==> config.mk <==
export PLATFORM = sky130hd
export DESIGN_NAME = rd_fifo
export DESIGN_NICKNAME = d
export VERILOG_FILES = /design/src/rtl/rd_pkg.sv /design/src/rtl/rd_fifo.sv
export SDC_FILE = /design/constraint.sdc
export NUM_CORES = 1
export LEC_CHECK = 0
export ABC_AREA = 1
export BUFFER_PORTS_ARGS = -buffer_cell sky130_fd_sc_hd__buf_2
export CORE_MARGIN = 2
export CORE_UTILIZATION = 52
export DETAILED_ROUTE_END_ITERATION = 16
export PLACE_DENSITY = 0.86
export SLEW_MARGIN = 15
export SYNTH_ARGS = -nofsm -noshare
export SYNTH_HDL_FRONTEND = slang
export SYNTH_SLANG_ARGS = --single-unit
==> constraint.sdc <==
create_clock -name i_clk -period 9.3 [get_ports i_clk]
set_clock_uncertainty 0.15 [all_clocks]
set_input_delay 2.79 -clock i_clk [delete_from_list [all_inputs] [get_ports i_clk]]
set_output_delay 2.79 -clock i_clk [all_outputs]
set_load 0.03 [all_outputs]
==> src/rtl/rd_pkg.sv <==
package rd_pkg;

    localparam int ETA_W      = 20;
    localparam int COS_W      = 29;
    localparam int DIV_STEPS  = 20;
    localparam int SQRT_STEPS = 27;

    localparam logic [ETA_W-1:0]   ETA_MAX   = 20'hFFFFF;
    localparam logic signed [15:0] Q_ONE_OUT = 16'sd16384;

    typedef struct packed {
        logic signed [15:0] dir_x;
        logic signed [15:0] dir_y;
        logic signed [15:0] dir_z;
        logic signed [15:0] norm_x;
        logic signed [15:0] norm_y;
        logic signed [15:0] norm_z;
        logic [15:0]        index_of_refraction;
    } t_in_item;

    typedef struct packed {
        logic signed [15:0] out_x;
        logic signed [15:0] out_y;
        logic signed [15:0] out_z;
        logic               total_reflection;
    } t_out_item;

    // classified item handed from front to back
    typedef struct packed {
        logic [ETA_W-1:0]   eta;
        logic [COS_W-1:0]   cosq;
        logic signed [15:0] dir_x;
        logic signed [15:0] dir_y;
        logic signed [15:0] dir_z;
        logic signed [16:0] norm_x;
        logic signed [16:0] norm_y;
        logic signed [16:0] norm_z;
    } t_mid_item;

endpackage

==> src/rtl/rd_fifo.sv <==
module rd_fifo #(
    parameter int DEPTH = 4
) (
    input  logic              i_clk,
    input  logic              i_rst_n,
    input  logic              i_valid,
    output logic              o_ready,
    input  rd_pkg::t_mid_item i_item,
    output logic              o_valid,
    input  logic              i_ready,
    output rd_pkg::t_mid_item o_item
);
    import rd_pkg::*;

    localparam int PW = (DEPTH > 1) ? $clog2(DEPTH) : 1;
    localparam int CW = $clog2(DEPTH + 1);
    localparam logic [PW-1:0] LAST = PW'(DEPTH - 1);

    t_mid_item     r_mem [0:DEPTH-1];
    logic [PW-1:0] r_wp, r_rp;
    logic [CW-1:0] r_cnt;
    logic          push, pop;

    assign o_ready = (r_cnt != CW'(DEPTH));
    assign o_valid = (r_cnt != '0);
    assign o_item  = r_mem[r_rp];
    assign push    = i_valid && o_ready;
    assign pop     = o_valid && i_ready;

    always_ff @(posedge i_clk) begin
        if (push) begin
            r_mem[r_wp] <= i_item;
        end
    end

    always_ff @(posedge i_clk) begin
        if (!i_rst_n) begin
            r_wp  <= '0;
            r_rp  <= '0;
            r_cnt <= '0;
        end else begin
            if (push) begin
                r_wp <= (r_wp == LAST) ? '0 : r_wp + PW'(1);
            end
            if (pop) begin
                r_rp <= (r_rp == LAST) ? '0 : r_rp + PW'(1);
            end
            if (push && !pop) begin
                r_cnt <= r_cnt + CW'(1);
            end else if (pop && !push) begin
                r_cnt <= r_cnt - CW'(1);
            end
        end
    end

endmodule

==> results of run 1 <==
==> metal layers <==
metal | GRT usage, % | up-vias | part of all wire, %
met5 | 0 | - | 0.14
met3 | 5.65 | 108 | 8.7
li1 | - | 6224 | -
met4 | 8.40 | 10 | 2.7
met2 | 35.4 | 627 | 50
met1 | 25.5 | 6764 | 38
==> kinds of logic after synthesis <==
logic type / Yosys count / share of synthesized area (%)
fa+ha+maj: 7 / 0.423
buf+inv: 114 / 3.17
compound gates: 448 / 10.9
flops: 601 / 79.9
simple gates: 331 / 5.61
==> power groups by stage <==
stage | Clock [mW] | Combinational [mW] | Sequential (mW)
floorplan | 0 | 1.80 | 3.47
global placement | 0 | 2.37 | 3.47
detailed placement | 0 | 2.44 | 3.48
CTS | 2.22 | 2.46 | 3.43
global route | 2.32 | 2.64 | 3.45
finish | 2.19 | 2.45 | 3.43
==> metrics by stage <==
stage	instance area, um2	utilization (%)	total power, mW
2_1_floorplan	22500	-	5.27
3_3_place_gp	24200	56.5	5.84
3_5_place_dp	24200	56.5	5.93
4_1_cts	26000	60.6	8.11
5_1_grt	26000	60.6	8.41
6_report	26000	60.7	8.07
==> worst register-to-register path: stages (launching register included) <==
cell and delay (ns):
sky130_fd_sc_hd__dfxtp_1 0.38, sky130_fd_sc_hd__nor2_1 0.09, sky130_fd_sc_hd__nand2_1 0.12, sky130_fd_sc_hd__nand2_1 0.31, sky130_fd_sc_hd__nor2_4 0.55, sky130_fd_sc_hd__buf_4 0.86
==> worst max path at each step <==
stage	to	slack [ns]	start	cells past startpoint
2_1_floorplan	r_mem[0][0]	-0.61	i_valid	2
3_3_place_gp	o_item[74]	3.42	register	5
3_5_place_dp	o_item[29]	3.29	register	5
4_1_cts	o_item[59]	2.68	register	5
5_1_grt	o_item[59]	2.33	register	5
6_report	o_item[102]	2.66	register	5
==> cell type report <==
type | instances | area, um2 | share of cell area (%)
antenna | 8 | 20.0 | 0.0770
clock buffer | 66 | 1460 | 5.61
clock inverter | 37 | 308 | 1.18
inverter | 17 | 76.3 | 0.293
multi-input combinational | 786 | 3830 | 14.7
sequential | 601 | 18000 | 69.1
tap | 585 | 732 | 2.81
timing repair buffer | 311 | 1620 | 6.22
==> sequential cells by signal, indices dropped and copies added, names as in the netlist, named ones only <==
signal	flops
r_cnt	3
r_mem	592
r_rp	2
r_wp	2
==> Yosys cell counts (all sizes together) <==
library cell and count:
o21ai 298, clkbuf 46, ha 6, nand4 1, nand3b 1, a21oi 2, dfxtp 9, buf 51
inv 17, nor2 313, nand3 1, fa 1, nand2 15, edfxtp 592, o22ai 148
==> flow_summary.yaml, run 1 <==
critical_path:
  max_stage_delay_ns: 0.79
  cp-end-kind: "output pin"
  rr_endpoint: "r_mem[0][90]"
  critical_path.top_delay_family: "buffers and inverters"
  crit_fanout: 90
  r2r_slack_ns: 6.32
  cp_data_required_time_ns: 6.36
  critPathMostFrequentCell: "sky130_fd_sc_hd__buf_4"
  worstReg2RegStart: "r_cnt[1]"
  cp_slowest_cell: "sky130_fd_sc_hd__buf_4"
  path_buf_inv: 3
  crit_path_start_kind: "register"
  reg2regPathDepth: 5
  cp_cell_sequence: "buf_4 > buf_4 > o21ai_0 > o22ai_1 > buf_2"
  critical_path_class: "reg -> out"
  worst-endpoint-arrival_ns: 3.70
sta:
  timing.final.crit_period_ns: 6.64
  worst_slew_pin_slew_ns: 1.23
  slew_viol_final: 0
  final-hold-violation-count: 0
  timing.final.crit_share_pct: 71.4
  setup_slack_ns: 2.66
  fin_worst_hold_slack_ns: 0.368
  max_slew_margin_pct: 17.9
  setup_viol_count_final: 0
  timing.setup.tns_ns: 0
  setup_repair_after_global_routing_missed_its_margin: "no"
  clock.fmax_mhz: 151
place:
  placement_stage_worst_setup_slack_ns: 3.29
  gp_routability_congestion: 0.733
  numPlacedInstances: 2300
  place_hpwl_um: 25200
  buffer_ports.inserted: 301
drt:
  detail-route-antenna-nets: 0
  drc_errors: 0
  initialDrtViolationCount: 1560
  vias: 13700
  detail_route.wirelength_um: 47800
  route.detailed.wl_per_inst_um: 19.8
  drtPass1Iterations: 6
  via_per_inst: 5.70
pwr:
  pwr-share-clk_pct: 27.1
  switching_share_of_power_pct: 36.0
  netSwitchingPower_mw: 2.91
  power_leakage_nw: 9.00
  pwr-share-comb_pct: 30.4
  p_int_mw: 5.16
  power.ir.vdd_worst_uv: 259
  power.density_nw_per_um2: 310
  seq_power_share_pct: 42.5
grt:
  grt_first_pass_wirelength_um: 72400
  grt_remaining_overflow: 0
  vias_in_the_first_global_route: 13700
  grt_start_max_net_pins: 198
  antenna_found_initial: 11
  grt_use_total_pct: 20.9
synthesis:
  synth-seq-cells: 601
  mappedNetlistArea_um2: 22500
  seq_area_frac_synth_pct: 79.9
  synth_fp_nets: 1660
  yosys.cell_types.count: 25
  synthesis.area_per_instance_um2: 15.0
  yosys-top-cells-area: "sky130_fd_sc_hd__edfxtp_1 (79%), sky130_fd_sc_hd__o21ai_0 (5.8%), sky130_fd_sc_hd__nor2_1 (5.2%), sky130_fd_sc_hd__o22ai_1 (4.0%), sky130_fd_sc_hd__buf_6 (1.2%)"
  synth.yosys.warnings: 0
  syn-instance-count: 1501
  synth_top_cell_by_area: "sky130_fd_sc_hd__edfxtp_1"
  yosysTopAreaCellShare_pct: 79.1
clock_tree:
  root_buffer: "sky130_fd_sc_hd__clkbuf_16"
  cts_post_setup_buffers_inserted: 0
  clkTransAtPathRegs_ns: 0.06
  cts_htree_levels: 2
  cts_tree: "done"
  number_of_buffers_added_by_the_clock_tree_synthesis_step: 56
  count_of_hold_buffers_inserted_by_post_cts_repair: 0
  postCtsResizedCells: 0
  clk-insertion-delay-late_ns: 0.58
  clock_path_buffers: 3
  clock-sinks: 601
die:
  die-width_um: 212
  core_um2: 42900
  dieArea_um2: 44900
  initial_utilization_pct: 52.4
  boundaryPins: 302
  die_h_um: 212
  row_count: 76
status:
  status: "completed"
hold_path:
  hold-path-cell-count: 2
  hp-start: "r_cnt[0]"
  worstHoldPathType: "reg -> reg"
  timing.hold.worst_endpoint: "r_cnt[0]"
job:
  max-cap-violations: 0
layout:
  layout_common_cells: "sky130_fd_sc_hd__edfxtp_1 (592), sky130_fd_sc_hd__nor2_1 (305), sky130_fd_sc_hd__buf_2 (301)"
  layout.cells.non_filler: 2411
  drive_gt1_share_pct: 22.3
  area_growth_syn_to_layout_pct: 15.8
  fill_cells: 3019
  layout_commonest_cell: "sky130_fd_sc_hd__edfxtp_1"
  post_layout_nets: 1932
(Power assumes the default switching activity.)
==> run 2: changes to the inputs <==
==> constraint.sdc (replaced) <==
create_clock -name i_clk -period 6.1 [get_ports i_clk]
set_clock_uncertainty 0.15 [all_clocks]
set_input_delay 1.83 -clock i_clk [delete_from_list [all_inputs] [get_ports i_clk]]
set_output_delay 1.83 -clock i_clk [all_outputs]
set_load 0.03 [all_outputs]
==> flow_summary.yaml, run 2 (same netlist as run 1, synthesis figures left out) <==
status:
  status: "completed"
drt:
  detail_route.wirelength_um: 48500
  via_per_inst: 5.74
  drtPass1Iterations: 5
  route.detailed.wl_per_inst_um: 20.1
  detail-route-antenna-nets: 0
  vias: 13900
  initialDrtViolationCount: 1487
  drc_errors: 0
critical_path:
  cp-end-kind: "output pin"
  cp_data_required_time_ns: 4.12
  crit_fanout: 69
  r2r_slack_ns: 3.44
  worst-endpoint-arrival_ns: 2.84
  critical_path_class: "reg -> out"
  crit_path_start_kind: "register"
grt:
  grt_remaining_overflow: 0
  grt_first_pass_wirelength_um: 73400
  grt_start_max_net_pins: 161
  grt_use_total_pct: 21.1
  vias_in_the_first_global_route: 13800
  antenna_found_initial: 7
clock_tree:
  count_of_hold_buffers_inserted_by_post_cts_repair: 0
  clock-sinks: 601
  cts_tree: "done"
  number_of_buffers_added_by_the_clock_tree_synthesis_step: 57
  clock_path_buffers: 3
  clk-insertion-delay-late_ns: 0.58
  root_buffer: "sky130_fd_sc_hd__clkbuf_16"
  cts_htree_levels: 2
  postCtsResizedCells: 0
  cts_post_setup_buffers_inserted: 0
  clkTransAtPathRegs_ns: 0.06
job:
  max-cap-violations: 0
place:
  place_hpwl_um: 26500
  gp_routability_congestion: 0.760
  buffer_ports.inserted: 301
sta:
  final-hold-violation-count: 0
  setup_repair_after_global_routing_missed_its_margin: "no"
  worst_slew_pin_slew_ns: 1.04
  max_slew_margin_pct: 30.7
  slew_viol_final: 0
  timing.final.crit_share_pct: 79.0
  timing.final.crit_period_ns: 4.82
  timing.setup.tns_ns: 0
  setup_viol_count_final: 0
  clock.fmax_mhz: 207
die:
  initial_utilization_pct: 52.4
  boundaryPins: 302
  die-width_um: 212
  row_count: 76
  die_h_um: 212
  dieArea_um2: 44900
  core_um2: 42900
pwr:
  power_leakage_nw: 9.11
  power.density_nw_per_um2: 479
  power.ir.vdd_worst_uv: 496
layout:
  drive_gt1_share_pct: 22.9
  largest_register: "r_mem"
  layout_commonest_cell: "sky130_fd_sc_hd__edfxtp_1"
  largestRegisters: "r_mem: 592 flops, r_cnt: 3 flops"
  area_growth_syn_to_layout_pct: 16.8
  largest_register_ff_count: 592
  post_layout_nets: 1939
  layout_common_cells: "sky130_fd_sc_hd__edfxtp_1 (592), sky130_fd_sc_hd__nor2_1 (305), sky130_fd_sc_hd__buf_2 (301)"
  layout.core_utilization_pct: 61.2
hold_path:
  worstHoldPathType: "reg -> reg"
[run 2: cell count changes in the layout (fill, tap and decap cells not counted), sizes merged]
cell,change
buf,+6
clkinv,-5
bufinv,+4
diode,-4
inv,+2
clkbuf,+1
clkinvlp,+1
[run 2: path summary, 6_finish.rpt]
check                              start      endpoint  depth (start not counted)
worst min register to register  r_cnt[0]      r_cnt[0]                          2
worst max register to register  r_cnt[0]  r_mem[2][83]                          5
worst max-delay path            register    o_item[23]                          5
worst min-delay path            r_cnt[0]      r_cnt[0]                          2
[run 2: area by class of cell]
| cell class | count | area, um2 |
|---|---|---|
| sequential | 601 | 18000 |
| fill | 2979 | 16600 |
| multi-input combinational | 786 | 3830 |
| timing repair buffer | 317 | 1740 |
| clock buffer | 67 | 1460 |
| tap | 585 | 732 |
| clock inverter | 39 | 434 |
| inverter | 17 | 73.8 |
| antenna | 4 | 10.0 |
[run 2: metal layers]
| layer | track usage (%) | part of all wire (%) |
|---|---|---|
| met1 | 26.2 | 38 |
| met2 | 35.1 | 50 |
| met3 | 5.52 | 8.7 |
| met4 | 9.08 | 3.2 |
| met5 | 0 | 0.095 |
[run 2: worst max-delay path, stage by stage, from the launching register on]
cell	delay [ns]
sky130_fd_sc_hd__dfxtp_4	0.55
sky130_fd_sc_hd__inv_4	0.34
sky130_fd_sc_hd__buf_4	0.49
sky130_fd_sc_hd__o21ai_0	0.26
sky130_fd_sc_hd__o22ai_1	0.26
sky130_fd_sc_hd__buf_2	0.25
[run 2: report_power, final]
group	switching, mW	leakage (nW)	internal, mW
Sequential	0.183	5.50	5.03
Combinational	2.84	2.69	0.953
Clock	1.46	0.927	2.10
[run 2: stage by stage]
| stage | hold WS, ns | setup slack, ns | std cells | total power, mW | cell area, um2 |
|---|---|---|---|---|---|
| 3_3_place_gp | 0.342 | 2.02 | 2306 | 8.94 | 24300 |
| 6_report | 0.376 | 1.28 | 2416 | 12.6 | 26200 |
| 2_1_floorplan | 0.330 | -0.379 | 1501 | 7.98 | 22500 |
| 3_5_place_dp | 0.372 | 1.96 | 2306 | 9.07 | 24300 |
| 4_1_cts | 0.381 | 1.22 | 2412 | 12.6 | 26200 |
| 5_1_grt | 0.395 | 1.09 | 2413 | 13.1 | 26200 |
